`src/rtl/slp_pkg.sv`:
```
// Package for the script token lexer: lexer modes, token and event codes,
// byte constants and the result item type.
// No dependencies.
package slp_pkg;

    // lexer mode held between input items
    typedef enum logic [2:0] {
        MODE_SKIP    = 3'd0,
        MODE_SLASH   = 3'd1,
        MODE_COMMENT = 3'd2,
        MODE_IDENT   = 3'd3,
        MODE_STRING  = 3'd4,
        MODE_ESCAPE  = 3'd5
    } mode_t;

    // token type codes
    localparam logic [3:0] TT_IDENT   = 4'd0;
    localparam logic [3:0] TT_STRING  = 4'd1;
    localparam logic [3:0] TT_LPAREN  = 4'd2;
    localparam logic [3:0] TT_RPAREN  = 4'd3;
    localparam logic [3:0] TT_LBRACE  = 4'd4;
    localparam logic [3:0] TT_RBRACE  = 4'd5;
    localparam logic [3:0] TT_LBRACK  = 4'd6;
    localparam logic [3:0] TT_RBRACK  = 4'd7;
    localparam logic [3:0] TT_HYPHEN  = 4'd8;
    localparam logic [3:0] TT_COMMA   = 4'd9;
    localparam logic [3:0] TT_END     = 4'd10;

    // event codes
    localparam logic [2:0] EV_OPEN    = 3'd0;
    localparam logic [2:0] EV_TEXT    = 3'd1;
    localparam logic [2:0] EV_CLOSE   = 3'd2;
    localparam logic [2:0] EV_DISCARD = 3'd3;
    localparam logic [2:0] EV_SINGLE  = 3'd4;

    // source byte values
    localparam logic [7:0] CH_EOF     = 8'h00;
    localparam logic [7:0] CH_NL      = 8'h0A;
    localparam logic [7:0] CH_QUOTE   = 8'h22;
    localparam logic [7:0] CH_LPAREN  = 8'h28;
    localparam logic [7:0] CH_RPAREN  = 8'h29;
    localparam logic [7:0] CH_COMMA   = 8'h2C;
    localparam logic [7:0] CH_HYPHEN  = 8'h2D;
    localparam logic [7:0] CH_SLASH   = 8'h2F;
    localparam logic [7:0] CH_UPPER_A = 8'h41;
    localparam logic [7:0] CH_UPPER_Z = 8'h5A;
    localparam logic [7:0] CH_LBRACK  = 8'h5B;
    localparam logic [7:0] CH_BSLASH  = 8'h5C;
    localparam logic [7:0] CH_RBRACK  = 8'h5D;
    localparam logic [7:0] CH_LOWER_A = 8'h61;
    localparam logic [7:0] CH_LOWER_Z = 8'h7A;
    localparam logic [7:0] CH_LBRACE  = 8'h7B;
    localparam logic [7:0] CH_RBRACE  = 8'h7D;

    // result queue geometry
    localparam int QDEPTH = 4;
    localparam int QPTR_W = $clog2(QDEPTH);
    localparam int QCNT_W = $clog2(QDEPTH + 1);

    // one result item
    typedef struct packed {
        logic [3:0] token_type;
        logic [2:0] event_res;
        logic [7:0] text_byte;
        logic       last_of_run;
    } res_t;

    // decoder output for one input byte
    typedef struct packed {
        logic [1:0] count;
        res_t       res0;
        res_t       res1;
        mode_t      next_mode;
    } dec_t;

    // queue status seen by the top level
    typedef struct packed {
        logic [QCNT_W-1:0] count;
        logic              room;
    } qstat_t;

    // ascii letter test
    function automatic logic is_letter(input logic [7:0] b);
        return ((b >= CH_UPPER_A) && (b <= CH_UPPER_Z)) ||
               ((b >= CH_LOWER_A) && (b <= CH_LOWER_Z));
    endfunction

    // single-token type, TT_IDENT when the byte is none of them
    function automatic logic [3:0] single_type(input logic [7:0] b);
        logic [3:0] t;
        t = TT_IDENT;
        case (b)
            CH_LPAREN: t = TT_LPAREN;
            CH_RPAREN: t = TT_RPAREN;
            CH_LBRACE: t = TT_LBRACE;
            CH_RBRACE: t = TT_RBRACE;
            CH_LBRACK: t = TT_LBRACK;
            CH_RBRACK: t = TT_RBRACK;
            CH_HYPHEN: t = TT_HYPHEN;
            CH_COMMA:  t = TT_COMMA;
            default:   t = TT_IDENT;
        endcase
        return t;
    endfunction

    // build a result with last_of_run cleared
    function automatic res_t mk_res(input logic [3:0] tt, input logic [2:0] ev,
                                    input logic [7:0] b);
        res_t r;
        r.token_type  = tt;
        r.event_res   = ev;
        r.text_byte   = (ev == EV_TEXT) ? b : 8'h00;
        r.last_of_run = 1'b0;
        return r;
    endfunction

endpackage

```
`src/rtl/script_token_lexer_unit.sv`:
```
// Top level of the script token lexer: input register, lexer decode and
// result queue. Depends on slp_pkg, slp_lex_decode and slp_result_queue.
//
//   channel   direction   handshake              payload
//   in        into block  in_valid / in_stall    data_byte
//   out       from block  out_valid / out_stall  token_type, event_res,
//                                                text_byte, last_of_run
//
// A byte sits in the input register, is decoded there and its 0, 1 or 2
// results land in a four-entry queue. One byte per cycle is taken while
// results stay at one or fewer per byte and the output does not stall; two
// results of one byte leave one at a time through the queue's single output port.
// The first result is offered after the input register and the queue write.
// Reset empties the input register and queue and puts the lexer between tokens.
// A stall on the output backs the queue up; input stalls once the input
// register holds a byte and the queue has no room for two more items.
module script_token_lexer_unit
(
    input  logic       clk,
    input  logic       rst_n,
    input  logic       in_valid,
    output logic       in_stall,
    input  logic [7:0] data_byte,
    output logic       out_valid,
    input  logic       out_stall,
    output logic [3:0] token_type,
    output logic [2:0] event_res,
    output logic [7:0] text_byte,
    output logic       last_of_run
);

    logic            in_valid_reg;
    logic [7:0]      in_byte_reg;
    slp_pkg::mode_t  mode_reg;
    slp_pkg::dec_t   dec;
    slp_pkg::res_t   head;
    slp_pkg::qstat_t qstat;
    logic            advance;
    logic            in_take;
    logic            pop;

    // input register moves on when the queue can take two items
    assign advance  = in_valid_reg && qstat.room;
    assign in_stall = in_valid_reg && !qstat.room;
    assign in_take  = in_valid && !in_stall;

    always_ff @(posedge clk or negedge rst_n)
    begin
        if (!rst_n)
        begin
            in_valid_reg <= 1'b0;
            mode_reg     <= slp_pkg::MODE_SKIP;
        end
        else
        begin
            if (in_take)
                in_valid_reg <= 1'b1;
            else if (advance)
                in_valid_reg <= 1'b0;
            if (advance)
                mode_reg <= dec.next_mode;
        end
    end

    always_ff @(posedge clk)
    begin
        if (in_take)
            in_byte_reg <= data_byte;
    end

    // lexer step for the held byte
    slp_lex_decode u_decode
    (
        .mode    (mode_reg),
        .byte_in (in_byte_reg),
        .dec     (dec)
    );

    // result queue
    slp_result_queue u_queue
    (
        .clk        (clk),
        .rst_n      (rst_n),
        .push_count (advance ? dec.count : 2'd0),
        .push_res0  (dec.res0),
        .push_res1  (dec.res1),
        .pop        (pop),
        .head       (head),
        .stat       (qstat)
    );

    // output channel
    assign out_valid   = (qstat.count != '0);
    assign pop         = out_valid && !out_stall;
    assign token_type  = head.token_type;
    assign event_res   = head.event_res;
    assign text_byte   = head.text_byte;
    assign last_of_run = head.last_of_run;

`ifndef SYNTH
    // queue never overfills
    assert property (@(posedge clk) disable iff (!rst_n)
        qstat.count <= slp_pkg::QCNT_W'(slp_pkg::QDEPTH))
        else $error("result queue overflow");

    // a full input register with no queue room must hold the input
    assert property (@(posedge clk) disable iff (!rst_n)
        in_valid_reg && !qstat.room |=> in_valid_reg && $stable(in_byte_reg))
        else $error("held byte lost while queue full");

    // the end token is always the last result of its byte
    assert property (@(posedge clk) disable iff (!rst_n)
        out_valid && token_type == slp_pkg::TT_END |-> last_of_run)
        else $error("end token not last of run");

    // text byte is zero on every event but a text byte
    assert property (@(posedge clk) disable iff (!rst_n)
        out_valid && event_res != slp_pkg::EV_TEXT |-> text_byte == 8'h00)
        else $error("stray text byte");
`endif

endmodule

```
`src/rtl/slp_lex_decode.sv`:
```
// Combinational lexer step: current mode and one source byte in, up to two
// result items and the next mode out.
// Depends on slp_pkg.
module slp_lex_decode
(
    input  slp_pkg::mode_t mode,
    input  logic [7:0]     byte_in,
    output slp_pkg::dec_t  dec
);

    // handling of the byte as if between tokens
    logic [1:0]     bw_count;
    slp_pkg::res_t  bw_res0;
    slp_pkg::res_t  bw_res1;
    slp_pkg::mode_t bw_mode;
    logic [3:0]     st;

    assign st = slp_pkg::single_type(byte_in);

    always_comb
    begin
        bw_count = 2'd0;
        bw_res0  = slp_pkg::mk_res(slp_pkg::TT_IDENT, slp_pkg::EV_OPEN, 8'h00);
        bw_res1  = slp_pkg::mk_res(slp_pkg::TT_IDENT, slp_pkg::EV_TEXT, byte_in);
        bw_mode  = slp_pkg::MODE_SKIP;
        if (st != slp_pkg::TT_IDENT)
        begin
            bw_count = 2'd1;
            bw_res0  = slp_pkg::mk_res(st, slp_pkg::EV_SINGLE, 8'h00);
        end
        else if (byte_in == slp_pkg::CH_QUOTE)
        begin
            bw_count = 2'd1;
            bw_res0  = slp_pkg::mk_res(slp_pkg::TT_STRING, slp_pkg::EV_OPEN, 8'h00);
            bw_mode  = slp_pkg::MODE_STRING;
        end
        else if (slp_pkg::is_letter(byte_in))
        begin
            bw_count = 2'd2;
            bw_mode  = slp_pkg::MODE_IDENT;
        end
        else if (byte_in == slp_pkg::CH_SLASH)
        begin
            bw_mode = slp_pkg::MODE_SLASH;
        end
    end

    // main mode decode
    always_comb
    begin
        dec.count     = 2'd0;
        dec.res0      = bw_res0;
        dec.res1      = bw_res1;
        dec.next_mode = mode;
        if (byte_in == slp_pkg::CH_EOF)
        begin
            dec.next_mode = slp_pkg::MODE_SKIP;
            dec.res1 = slp_pkg::mk_res(slp_pkg::TT_END, slp_pkg::EV_SINGLE, 8'h00);
            if (mode == slp_pkg::MODE_IDENT)
            begin
                dec.count = 2'd2;
                dec.res0  = slp_pkg::mk_res(slp_pkg::TT_IDENT, slp_pkg::EV_DISCARD, 8'h00);
            end
            else if (mode == slp_pkg::MODE_STRING || mode == slp_pkg::MODE_ESCAPE)
            begin
                dec.count = 2'd2;
                dec.res0  = slp_pkg::mk_res(slp_pkg::TT_STRING, slp_pkg::EV_DISCARD,
                                            8'h00);
            end
            else
            begin
                dec.count = 2'd1;
                dec.res0  = dec.res1;
            end
        end
        else
        begin
            unique case (mode)
                slp_pkg::MODE_SLASH:
                begin
                    if (byte_in == slp_pkg::CH_SLASH)
                    begin
                        dec.next_mode = slp_pkg::MODE_COMMENT;
                    end
                    else
                    begin
                        dec.count     = bw_count;
                        dec.next_mode = bw_mode;
                    end
                end
                slp_pkg::MODE_COMMENT:
                begin
                    if (byte_in == slp_pkg::CH_NL)
                        dec.next_mode = slp_pkg::MODE_SKIP;
                end
                slp_pkg::MODE_IDENT:
                begin
                    if (slp_pkg::is_letter(byte_in))
                    begin
                        dec.count = 2'd1;
                        dec.res0  = slp_pkg::mk_res(slp_pkg::TT_IDENT, slp_pkg::EV_TEXT,
                                                    byte_in);
                    end
                    else
                    begin
                        // close kept, then the byte is handled anew (at most one more)
                        dec.count     = bw_count + 2'd1;
                        dec.res0      = slp_pkg::mk_res(slp_pkg::TT_IDENT,
                                                        slp_pkg::EV_CLOSE, 8'h00);
                        dec.res1      = bw_res0;
                        dec.next_mode = bw_mode;
                    end
                end
                slp_pkg::MODE_STRING:
                begin
                    if (byte_in == slp_pkg::CH_QUOTE)
                    begin
                        dec.count     = 2'd1;
                        dec.res0      = slp_pkg::mk_res(slp_pkg::TT_STRING,
                                                        slp_pkg::EV_CLOSE, 8'h00);
                        dec.next_mode = slp_pkg::MODE_SKIP;
                    end
                    else if (byte_in == slp_pkg::CH_BSLASH)
                    begin
                        dec.next_mode = slp_pkg::MODE_ESCAPE;
                    end
                    else
                    begin
                        dec.count = 2'd1;
                        dec.res0  = slp_pkg::mk_res(slp_pkg::TT_STRING, slp_pkg::EV_TEXT,
                                                    byte_in);
                    end
                end
                slp_pkg::MODE_ESCAPE:
                begin
                    dec.count     = 2'd1;
                    dec.res0      = slp_pkg::mk_res(slp_pkg::TT_STRING, slp_pkg::EV_TEXT,
                                                    byte_in);
                    dec.next_mode = slp_pkg::MODE_STRING;
                end
                default:
                begin
                    dec.count     = bw_count;
                    dec.next_mode = bw_mode;
                end
            endcase
        end

        // mark the final result of this byte
        if (dec.count == 2'd1)
            dec.res0.last_of_run = 1'b1;
        if (dec.count == 2'd2)
            dec.res1.last_of_run = 1'b1;
    end

endmodule

```
`src/rtl/slp_result_queue.sv`:
```
// Small result queue: takes up to two result items per cycle, delivers one
// per cycle on the output channel while the output does not stall.
// Depends on slp_pkg.
module slp_result_queue
(
    input  logic            clk,
    input  logic            rst_n,
    input  logic [1:0]      push_count,
    input  slp_pkg::res_t   push_res0,
    input  slp_pkg::res_t   push_res1,
    input  logic            pop,
    output slp_pkg::res_t   head,
    output slp_pkg::qstat_t stat
);

    slp_pkg::res_t                 entry_reg [slp_pkg::QDEPTH];
    logic [slp_pkg::QPTR_W-1:0]    wr_ptr_reg, wr_ptr_next;
    logic [slp_pkg::QPTR_W-1:0]    rd_ptr_reg, rd_ptr_next;
    logic [slp_pkg::QCNT_W-1:0]    count_reg, count_next;
    logic [slp_pkg::QPTR_W-1:0]    wr_ptr_second;

    assign wr_ptr_second = wr_ptr_reg + slp_pkg::QPTR_W'(1);

    // pointer and fill count update
    always_comb
    begin
        wr_ptr_next = wr_ptr_reg + slp_pkg::QPTR_W'(push_count);
        rd_ptr_next = rd_ptr_reg + slp_pkg::QPTR_W'(pop);
        count_next  = count_reg + slp_pkg::QCNT_W'(push_count)
                      - slp_pkg::QCNT_W'(pop);
    end

    always_ff @(posedge clk or negedge rst_n)
    begin
        if (!rst_n)
        begin
            wr_ptr_reg <= '0;
            rd_ptr_reg <= '0;
            count_reg  <= '0;
        end
        else
        begin
            wr_ptr_reg <= wr_ptr_next;
            rd_ptr_reg <= rd_ptr_next;
            count_reg  <= count_next;
        end
    end

    // entry storage, no reset needed
    always_ff @(posedge clk)
    begin
        if (push_count != 2'd0)
            entry_reg[wr_ptr_reg] <= push_res0;
        if (push_count == 2'd2)
            entry_reg[wr_ptr_second] <= push_res1;
    end

    assign head       = entry_reg[rd_ptr_reg];
    assign stat.count = count_reg;
    // room for two more items regardless of this cycle's pop
    assign stat.room  = (count_reg <= slp_pkg::QCNT_W'(slp_pkg::QDEPTH - 2));

endmodule
```
`config.mk`:
```
export PLATFORM = sky130hd
export DESIGN_NAME = script_token_lexer_unit
export DESIGN_NICKNAME = d
export VERILOG_FILES = /design/src/rtl/slp_pkg.sv /design/src/rtl/script_token_lexer_unit.sv /design/src/rtl/slp_lex_decode.sv /design/src/rtl/slp_result_queue.sv
export SDC_FILE = /design/constraint.sdc
export NUM_CORES = 1
export LEC_CHECK = 0
export CORE_UTILIZATION = 37
export CTS_CLUSTER_DIAMETER = 150
export DETAILED_ROUTE_END_ITERATION = 8
export DONT_BUFFER_PORTS = 1
export PLACE_DENSITY = 0.63
export SLEW_MARGIN = 20
export SYNTH_ARGS = -nofsm -noshare
export SYNTH_HDL_FRONTEND = slang
export SYNTH_SLANG_ARGS = --single-unit
```
`constraint.sdc`:
```
create_clock -name clk -period 4 [get_ports clk]
set_input_delay 0.8 -clock clk [delete_from_list [all_inputs] [get_ports clk]]
set_output_delay 0.8 -clock clk [all_outputs]
set_load 0.05 [all_outputs]
```
==> results of run 1 <==
## worst max-delay path by stage
| stage | startpoint | endpoint | slack (ns) |
|---|---|---|---|
| after floorplan | in_byte_reg[4] | u_queue.count_reg[2] | 0.77 |
| after global placement | in_byte_reg[4] | u_queue.count_reg[2] | 0.69 |
| after detailed placement | in_byte_reg[4] | u_queue.count_reg[2] | 0.58 |
| after CTS | in_byte_reg[4] | u_queue.count_reg[2] | 0.59 |
| after global routing | in_byte_reg[4] | u_queue.count_reg[2] | 0.38 |
| final | in_byte_reg[4] | u_queue.count_reg[2] | 0.61 |
## cells by family (layout without fill, tap and decap cells)
group / Yosys count / in the layout / share of synthesized area
AND/OR/NAND/NOR: 133 / 133 / 0.1496
AO/OA/AOI/OAI: 112 / 112 / 0.1682
flip-flops: 83 / 83 / 0.5232
buffers and inverters: 34 / 42 / 0.03577
multiplexers: 22 / 22 / 0.09175
XOR/XNOR: 7 / 7 / 0.01338
adder cells (fa/ha/maj): 6 / 6 / 0.01802
## placed cells by master (no fill, tap or decap), types with 3 or more instances in the layout
master | netlist | routed
edfxtp_1 | 68 | 68
nand2_1 | 49 | 49
o22ai_1 | 25 | 25
o21ai_0 | 23 | 23
a21oi_1 | 18 | 18
nor2_1 | 16 | 16
mux4_2 | 16 | 16
buf_4 | 0 | 16
and2_1 | 14 | 14
inv_1 | 11 | 11
nand2b_1 | 11 | 11
dfrtp_1 | 11 | 11
o21ai_1 | 10 | 10
nor3_1 | 10 | 10
clkbuf_16 | 0 | 9
nand3_1 | 7 | 7
mux2i_1 | 6 | 6
o31ai_1 | 5 | 5
o211ai_1 | 5 | 5
nor2b_1 | 5 | 5
ha_1 | 5 | 5
xnor2_1 | 4 | 4
dfxtp_1 | 4 | 4
nor4_1 | 3 | 3
a31oi_1 | 3 | 3
o21ai_4 | 3 | 3
xor2_1 | 3 | 3
clkinvlp_4 | 0 | 3
## power by group through the flow
stage,sequential (mW),clock (mW),combinational [mW]
6_report,1.41,0.742,1.83
3_5_place_dp,1.43,0,1.84
3_3_place_gp,1.42,0,1.83
2_1_floorplan,1.29,0,1.59
4_1_cts,1.41,0.765,1.84
5_1_grt,1.44,0.785,1.97
## metal layers
| metal | share of wire | up-vias |
|---|---|---|
| met2 | 0.46 | 126 |
| met1 | 0.46 | 1610 |
| met5 | 0 | - |
| met4 | 0.018 | 0 |
| met3 | 0.061 | 17 |
| li1 | - | 1530 |
## worst max-delay path: cells and delay by family (launching register included)
family,cells,cell delay [ns]
simple gates,3,0.94
xor+xnor,2,0.29
fa+ha+maj,2,0.76
flops,1,0.53
compound gates,2,0.76
## area by class of cell
| class | instances | area share |
|---|---|---|
| sequential | 83 | 0.4747 |
| multi-input combinational | 280 | 0.4001 |
| clock buffer | 10 | 0.04534 |
| tap | 168 | 0.04163 |
| timing repair buffer | 16 | 0.02379 |
| inverter | 11 | 0.008176 |
| clock inverter | 5 | 0.006194 |
## per-stage QoR
step	cell area, um^2	std cells	power (mW)
3_3_place_gp	4790	558	3.250
2_1_floorplan	4582	397	2.886
4_1_cts	5050	573	4.020
3_5_place_dp	4790	558	3.269
5_1_grt	5050	573	4.201
6_report	5050	573	3.986
==> flow_summary.ini, run 1 <==
[status]
outcome = finished, final reports clean

[sta]
maxSlewViolCount = 0
hold_viol_final = 0
worst_pin_slew_ns = 0.8780
min_period_ns = 3.393
fin_ws_ns = 0.6071
rsz0062_at_grt = no
relSlewSlack = 0.4147
max_freq_mhz = 294.7
finClkSkew_ns = 0.008295
tns_ns = 0
setup_viol = 0
period_share = 0.8482
holdWs_ns = 0.1407

[global_route]
gr-usage-met2 = 0.2863
grt_pass1_vias = 3198
grt_overflow = 0
grt_pass1_wl_mm = 17.71
use_met1 = 0.2493
busiest_layer = met2
grt_max_degree = 20
use_met3 = 0.05303
antenna_found_initial = 0
grtUsageTotal = 0.1857

[cells_and_area]
syn2layout_area_growth_pct = 10.21
fillCellCount = 1124
nNetsFinal = 419
regArea_mm2 = 0.002397
diodes = 0
final_core_util = 0.4187
multiInputGateArea_mm2 = 0.002021
largest_reg_flops = 64
drive_above_1_share = 0.1457

[synthesis]
netlist_instances = 397
synth_top_flop_cell = edfxtp_1
synth_top_area_share = 0.4457
yosys_register_bits = 83
synth_nets = 415
yosys_warnings = 0
synth.largest_area_cell = edfxtp_1
async_flop_share = 0.1325
synth_edf_count = 68
synthDistinctLibCells = 60
yosysMostFrequentCell = edfxtp_1
syn_area_mm2 = 0.004582
synth.avg_cell_area_um2 = 11.54
yosys-top-cells-area = edfxtp_1 45%, mux4_2 7.9%, dfrtp_1 6.0%, nand2_1 4.0%, o22ai_1 3.4%
synth_common_cells = 68 x edfxtp_1, 49 x nand2_1, 25 x o22ai_1
seq_area_frac_synth = 0.5232

[power]
p_comb_frac = 0.460
switching_share = 0.4509
vdd_drop_max_mv = 0.3754
p_seq_frac = 0.354
clkPwrFrac = 0.186
p_sw_mw = 1.797
p_int_mw = 2.189
leakage_nw = 1.692
p_per_area_mw_per_mm2 = 789.4

[worst_setup_path]
crit_slowest_cell = or4b_4
r2r_start = in_byte_reg[4]
crit_chain = or4b_4, o41ai_4, or2_2, nand2_2, o21ai_0, ha_1, fa_1, xor2_1, xnor2_1
regToRegSetupSlack_ns = 0.61
worstPathArrival_ns = 3.62
cp_max_fo = 8
crit_path_start_kind = flip-flop
reg2regPathDepth = 9
cp-end-kind = flip-flop
timing.rr.end = u_queue.count_reg[2]
cp_slowest_stage_delay_ns = 0.63
critPathRequiredTime_ns = 4.23
critical_path_class = reg -> reg

[floorplan]
core_region_area_mm2 = 0.01206
die_area_mm2 = 0.01283
die_y_um = 113.3
rows = 40
start_util = 0.3799
io_pins = 30
die_w_um = 113.3

[clock_tree]
h-tree-depth = 3
cts_buffers = 9
clkSinkCount = 83
cts_tree = built
path_clk_slew_ns = 0.06
cts_resized = 0
clockRootBuffer = clkbuf_16
ctsHoldBuffers = 0
clock_path_buffers = 2
clock_latency_ns = 0.35
post_cts_buffers = 0

[hold_path]
min_path_type = in -> async

[routing]
drt_iter0_markers = 200
drc = 0
firstDrtPassIters = 4
dr_total_vias = 3283
wl_mm = 11.19
detail-route-antenna-nets = 0
viasPerCell = 5.729
routedWlPerCell_um = 19.52

[placement]
dp_hpwl_mm = 8.194
dp_slack_ns = 0.5837
gp_congestion = 0.9471
port_buffers = 0

[run]
maxCapViolations = 0
(Power assumes the default switching activity.)
==> run 2: changes to the inputs <==
Settings changed: PLACE_DENSITY 0.63 to 0.65.
Clock period 4 ns to 2.74 ns, I/O delays scaled along.
==> run 2 against run 1 <==
The run now ends with setup timing left. Die area unchanged. Non-clock buffer count up 80. Combinational power up 110%. Register-to-register slack worse by 0.95 ns. Largest cell class is now multi-input gates. Largest power group unchanged.
==> flow_summary.ini, run 2 (synthesis results as in run 1) <==
[status]
outcome = finished, violations left
violations = setup timing

[global_route]
grt_max_degree = 18
grt_overflow = 0
grtUsageTotal = 0.2100
grt_pass1_wl_mm = 20.15
antenna_found_initial = 0
grt_pass1_vias = 3777

[clock_tree]
cts_buffers = 9
clockRootBuffer = clkbuf_16
clkSinkCount = 83
clock_path_buffers = 2
clock_latency_ns = 0.34
cts_tree = built
path_clk_slew_ns = 0.06
h-tree-depth = 3

[cells_and_area]
fillCellCount = 1010
final_common_cell = buf_4
syn2layout_area_growth_pct = 37.66
diodes = 0
multiInputGateArea_mm2 = 0.002537
nNetsFinal = 502
largest_reg_flops = 64
stdcell_area_mm2 = 0.006307
regArea_mm2 = 0.002397
most-common-layout-cells = 73 x buf_4, 68 x edfxtp_1, 45 x nand2_1
drive_above_1_share = 0.4201

[routing]
detail-route-antenna-nets = 0
viasPerCell = 5.613
firstDrtPassIters = 5
routedWlPerCell_um = 19.25
drc = 0
dr_total_vias = 3682
wl_mm = 12.63
drt_iter0_markers = 363

[sta]
holdWs_ns = 0.3049
period_share = 1.125
min_period_ns = 3.084
relSlewSlack = 0.5409
setup_viol = 111
max_freq_mhz = 324.3
worst_pin_slew_ns = 0.6814
finClkSkew_ns = 0.008031
hold_viol_final = 0
maxSlewViolCount = 0
rsz0062_at_grt = yes
fin_ws_ns = -0.3437

[floorplan]
die_y_um = 113.3
die_w_um = 113.3
io_pins = 30
die_area_mm2 = 0.01283
start_util = 0.3799
rows = 40
core_region_area_mm2 = 0.01206

[placement]
place_area_mm2 = 0.005386
dp_hpwl_mm = 8.707
gp_congestion = 0.9073
port_buffers = 0

[power]
vdd_drop_max_mv = 0.6782
leakage_nw = 2.200
p_per_area_mw_per_mm2 = 1087

[run]
maxCapViolations = 0

[worst_setup_path]
critical_path_class = reg -> reg
cp-end-kind = flip-flop
worstPathArrival_ns = 3.34
critPathRequiredTime_ns = 2.99
crit_path_start_kind = flip-flop
cp_max_fo = 4

[hold_path]
min_path_type = in -> reg
[run 2: changes by cell type in the layout (fill, tap and decap cells not counted), moves of 6 or more]
cell	delta
buf_4	+57
buf_6	+16
nand2_8	+6
o21ai_0	-10
o21ai_1	-9
o21ai_2	+17
o22ai_1	-21
o22ai_2	+16
[run 2: power by group]
group          leakage [nW]  internal [mW]  total (mW)  switching, mW
Combinational          1.29           1.40        3.86           2.46
Sequential            0.789           1.77        1.91          0.147
Clock                 0.120          0.604        1.08          0.479
[run 2: worst paths after layout]
path | from | endpoint | slack [ns] | depth (start not counted)
min in group asynchronous | rst_n | u_queue.wr_ptr_reg[1] | 0.62 | 1
worst max register to register | in_byte_reg[4] | u_queue.count_reg[2] | -0.34 | 12
worst min-delay path | data_byte[2] | in_byte_reg[2] | 0.30 | 0
worst max-delay path | in_byte_reg[4] | u_queue.count_reg[2] | -0.34 | 12
worst min register to register | u_queue.entry_reg[0][10] | u_queue.entry_reg[0][10] | 0.46 | 2
max in group asynchronous | rst_n | u_queue.rd_ptr_reg[0] | 1.77 | 1
[run 2: final cells by class]
type	instances	share of cell area
multi-input cells	283	0.4023
flip-flops and latches	83	0.3801
repair buffers	96	0.1365
clock buffers	10	0.03630
well taps	168	0.03333
inverters	11	0.006546
clock inverters	5	0.004959
[run 2: layer usage]
| layer | vias up | GRT usage | part of all wire |
|---|---|---|---|
| met4 | 0 | 0.09649 | 0.033 |
| met5 | - | 0 | 0 |
| met3 | 37 | 0.04660 | 0.055 |
| met1 | 1807 | 0.2580 | 0.42 |
| met2 | 126 | 0.3530 | 0.49 |
| li1 | 1712 | - | - |
[run 2: what timing repair did]
item / 4_1_cts / 5_1_grt
gates resized for setup: 75 / 31
hold buffers: 1 / 0
setup buffers: 11 / 3
setup endpoints to repair: 111 / 117
gates cloned: 5 / 0
pin swaps: 24 / 14
endpoints found under the hold margin: 11 / 0
[run 2: critical path, stage by stage, from the launching register on]
cell	delay, ns
edfxtp_1	0.44
or4b_4	0.61
buf_6	0.15
o41ai_4	0.33
a31oi_4	0.07
o31ai_4	0.21
ha_1	0.26
inv_1	0.06
ha_1	0.14
inv_1	0.06
fa_2	0.33
xor2_1	0.18
xnor2_1	0.15
[run 2: stage by stage]
stage / power [mW] / TNS [ns] / cells / utilization / setup WS (ns)
2_1_floorplan: 4.266 / -1.105 / 397 / - / -0.2914
3_3_place_gp: 5.131 / -6.412 / 624 / 0.4466 / -0.2620
3_5_place_dp: 5.212 / -15.65 / 624 / 0.4466 / -0.4106
4_1_cts: 6.711 / -13.15 / 656 / 0.5099 / -0.3173
5_1_grt: 7.180 / -33.86 / 656 / 0.5229 / -0.4688
6_report: 6.855 / -23.89 / 656 / 0.5229 / -0.3437
==> run 3: changes to the inputs <==
Settings changed: ABC_AREA set to 1.
==> run 3 against run 2 <==
The flow finishes with violations (DRC, setup timing). Worst setup slack improved by 0.31 ns. Sequential share of layout area rose by 5.2 points. Flip-flop and latch count stayed put. Die area down 2.6%. Maximum frequency is 11% higher. Sequential power is 9.9% lower. Synthesized cell count rose by 23%. Combinational power down 27%. Routed wire length is 4.8% lower. Clock power grew 6%. Register-to-register slack improved by 0.31 ns. Hold slack worse by 0.0053 ns. Critical endpoint unchanged.
==> flow_summary.ini, run 3 <==
[status]
outcome = finished, violations left
violations = DRC, setup timing

[power]
leakage_nw = 2.295
p_per_area_mw_per_mm2 = 1023
vdd_drop_max_mv = 0.5411

[placement]
port_buffers = 0
dp_slack_ns = -0.09143
dp_hpwl_mm = 8.747
dp_cells = 685
gp_congestion = 0.8854

[clock_tree]
clockRootBuffer = clkbuf_16
cts_tree = built
clock_path_buffers = 2
cts_buffers = 9
h-tree-depth = 3
path_clk_slew_ns = 0.06
clkSinkCount = 83
clock_latency_ns = 0.35

[synthesis]
seq_area_frac_synth = 0.5374
synth.largest_area_cell = edfxtp_1
synth.avg_cell_area_um2 = 9.103
synth_top_flop_cell = edfxtp_1
async_flop_share = 0.1325
synth_nets = 508
yosysMostFrequentCell = nand2_1
synth_top_area_share = 0.4578
syn_area_mm2 = 0.004461
netlist_instances = 490
yosys_warnings = 0
synth_common_cells = 76 x nand2_1, 71 x nor2_1, 68 x edfxtp_1
synthDistinctLibCells = 36
yosys-top-cells-area = edfxtp_1 46%, o21ai_0 6.6%, nand2_1 6.4%, dfrtp_1 6.2%, nor2_1 6.0%
yosys_register_bits = 83
synth_edf_count = 68

[sta]
period_share = 1.011
maxSlewViolCount = 0
finClkSkew_ns = 0.007730
fin_ws_ns = -0.03103
worst_pin_slew_ns = 0.6022
tns_ns = -0.03103
hold_viol_final = 0
relSlewSlack = 0.5971
max_freq_mhz = 360.9
setup_viol = 1
min_period_ns = 2.771
rsz0062_at_grt = yes
holdWs_ns = 0.2996

[cells_and_area]
layout.cells.non_filler = 713
final_core_util = 0.4794
drive_above_1_share = 0.2754
diodes = 0
most-common-layout-cells = 75 x buf_4, 68 x edfxtp_1, 64 x nand2_1
syn2layout_area_growth_pct = 24.29
largest_reg_flops = 64
nNetsFinal = 583
final_common_cell = buf_4

[floorplan]
start_util = 0.3857
core_region_area_mm2 = 0.01156
die_y_um = 111.8
die_area_mm2 = 0.01250
io_pins = 30
rows = 39
die_w_um = 111.8

[worst_setup_path]
crit_path_start_kind = flip-flop
worstPathArrival_ns = 3.00
critPathRequiredTime_ns = 2.97
cp-end-kind = flip-flop
cp_max_fo = 4
critical_path_class = reg -> reg

[global_route]
grt_max_degree = 34
antenna_found_initial = 0
grt_overflow = 0
grtUsageTotal = 0.2042
grt_pass1_vias = 3796
grt_pass1_wl_mm = 19.33

[run]
maxCapViolations = 0

[routing]
wl_mm = 12.02
viasPerCell = 5.381
routedWlPerCell_um = 16.86
drt_iter0_markers = 288
firstDrtPassIters = 7
detail-route-antenna-nets = 0
dr_total_vias = 3837
drc = 3

[hold_path]
min_path_type = in -> reg
## run 3: layout make-up
cell class                 count  area (um^2)
clock inverter                 6        48.80
timing repair buffer          80        653.1
fill                        1069         6021
sequential                    83         2397
tap                          143        178.9
multi-input combinational    333         1819
inverter                      58        217.7
clock buffer                  10        229.0
## run 3: path summary, 6_finish.rpt
path / from / end / slack (ns) / cells past startpoint
worst max-delay path: in_byte_reg[2] / u_queue.count_reg[2] / -0.03 / 19
worst min-delay path: data_byte[5] / in_byte_reg[5] / 0.30 / 0
worst max register to register: in_byte_reg[2] / u_queue.count_reg[2] / -0.03 / 19
worst min register to register: u_queue.entry_reg[0][10] / u_queue.entry_reg[0][10] / 0.46 / 2
max in group asynchronous: rst_n / mode_reg[2] / 1.80 / 1
min in group asynchronous: rst_n / mode_reg[0] / 0.61 / 1
## run 3: where the power goes
part	switching (mW)	leakage (nW)	internal [mW]	total [mW]
Combinational	1.93	1.36	0.877	2.81
Sequential	0.114	0.812	1.61	1.72
Clock	0.520	0.126	0.622	1.14
Total	2.57	2.29	3.11	5.67
## run 3: per-layer routing
metal / vias up / GRT usage / wire length [um]
met2: 166 / 0.3366 / 5774
met4: 0 / 0.07658 / 234
met3: 20 / 0.05661 / 994
met1: 1802 / 0.2553 / 5020
li1: 1849 / - / -
met5: - / 0 / 0
## run 3: cells by family after synthesis
group / share of synthesized area
buf+inv: 0.07209
fa+ha+maj: 0.01851
compound gates: 0.1647
xor+xnor: 0.009819
flops: 0.5374
simple gates: 0.1975
## run 3: critical path, stage by stage, from the launching register on
cell	delay (ns)
edfxtp_1	0.47
nand2_2	0.11
buf_4	0.14
nor2_2	0.12
nand2_2	0.08
nand4_2	0.11
nand2_1	0.05
nand2_1	0.07
nor2_2	0.04
nor2_1	0.08
inv_1	0.06
nor2_2	0.10
inv_1	0.05
ha_1	0.28
inv_1	0.06
ha_1	0.14
inv_1	0.05
fa_2	0.35
xnor2_2	0.14
xor2_1	0.16
## run 3: through the flow
| stage | instance area [um^2] | total power [mW] |
|---|---|---|
| after global placement | 5096 | 4.390 |
| after floorplan | 4461 | 3.552 |
| after detailed placement | 5096 | 4.438 |
| final | 5544 | 5.674 |
| after CTS | 5441 | 5.615 |
| after global routing | 5544 | 5.978 |
## run 3: timing repair
| item | in CTS | in global routing |
|---|---|---|
| resized for setup | 10 | 20 |
| endpoints found under the hold margin | 11 | 0 |
| setup buffers | 5 | 6 |
| hold buffers | 1 | 0 |
| pin swaps | 6 | 11 |
| setup endpoints to repair | 1 | 3 |
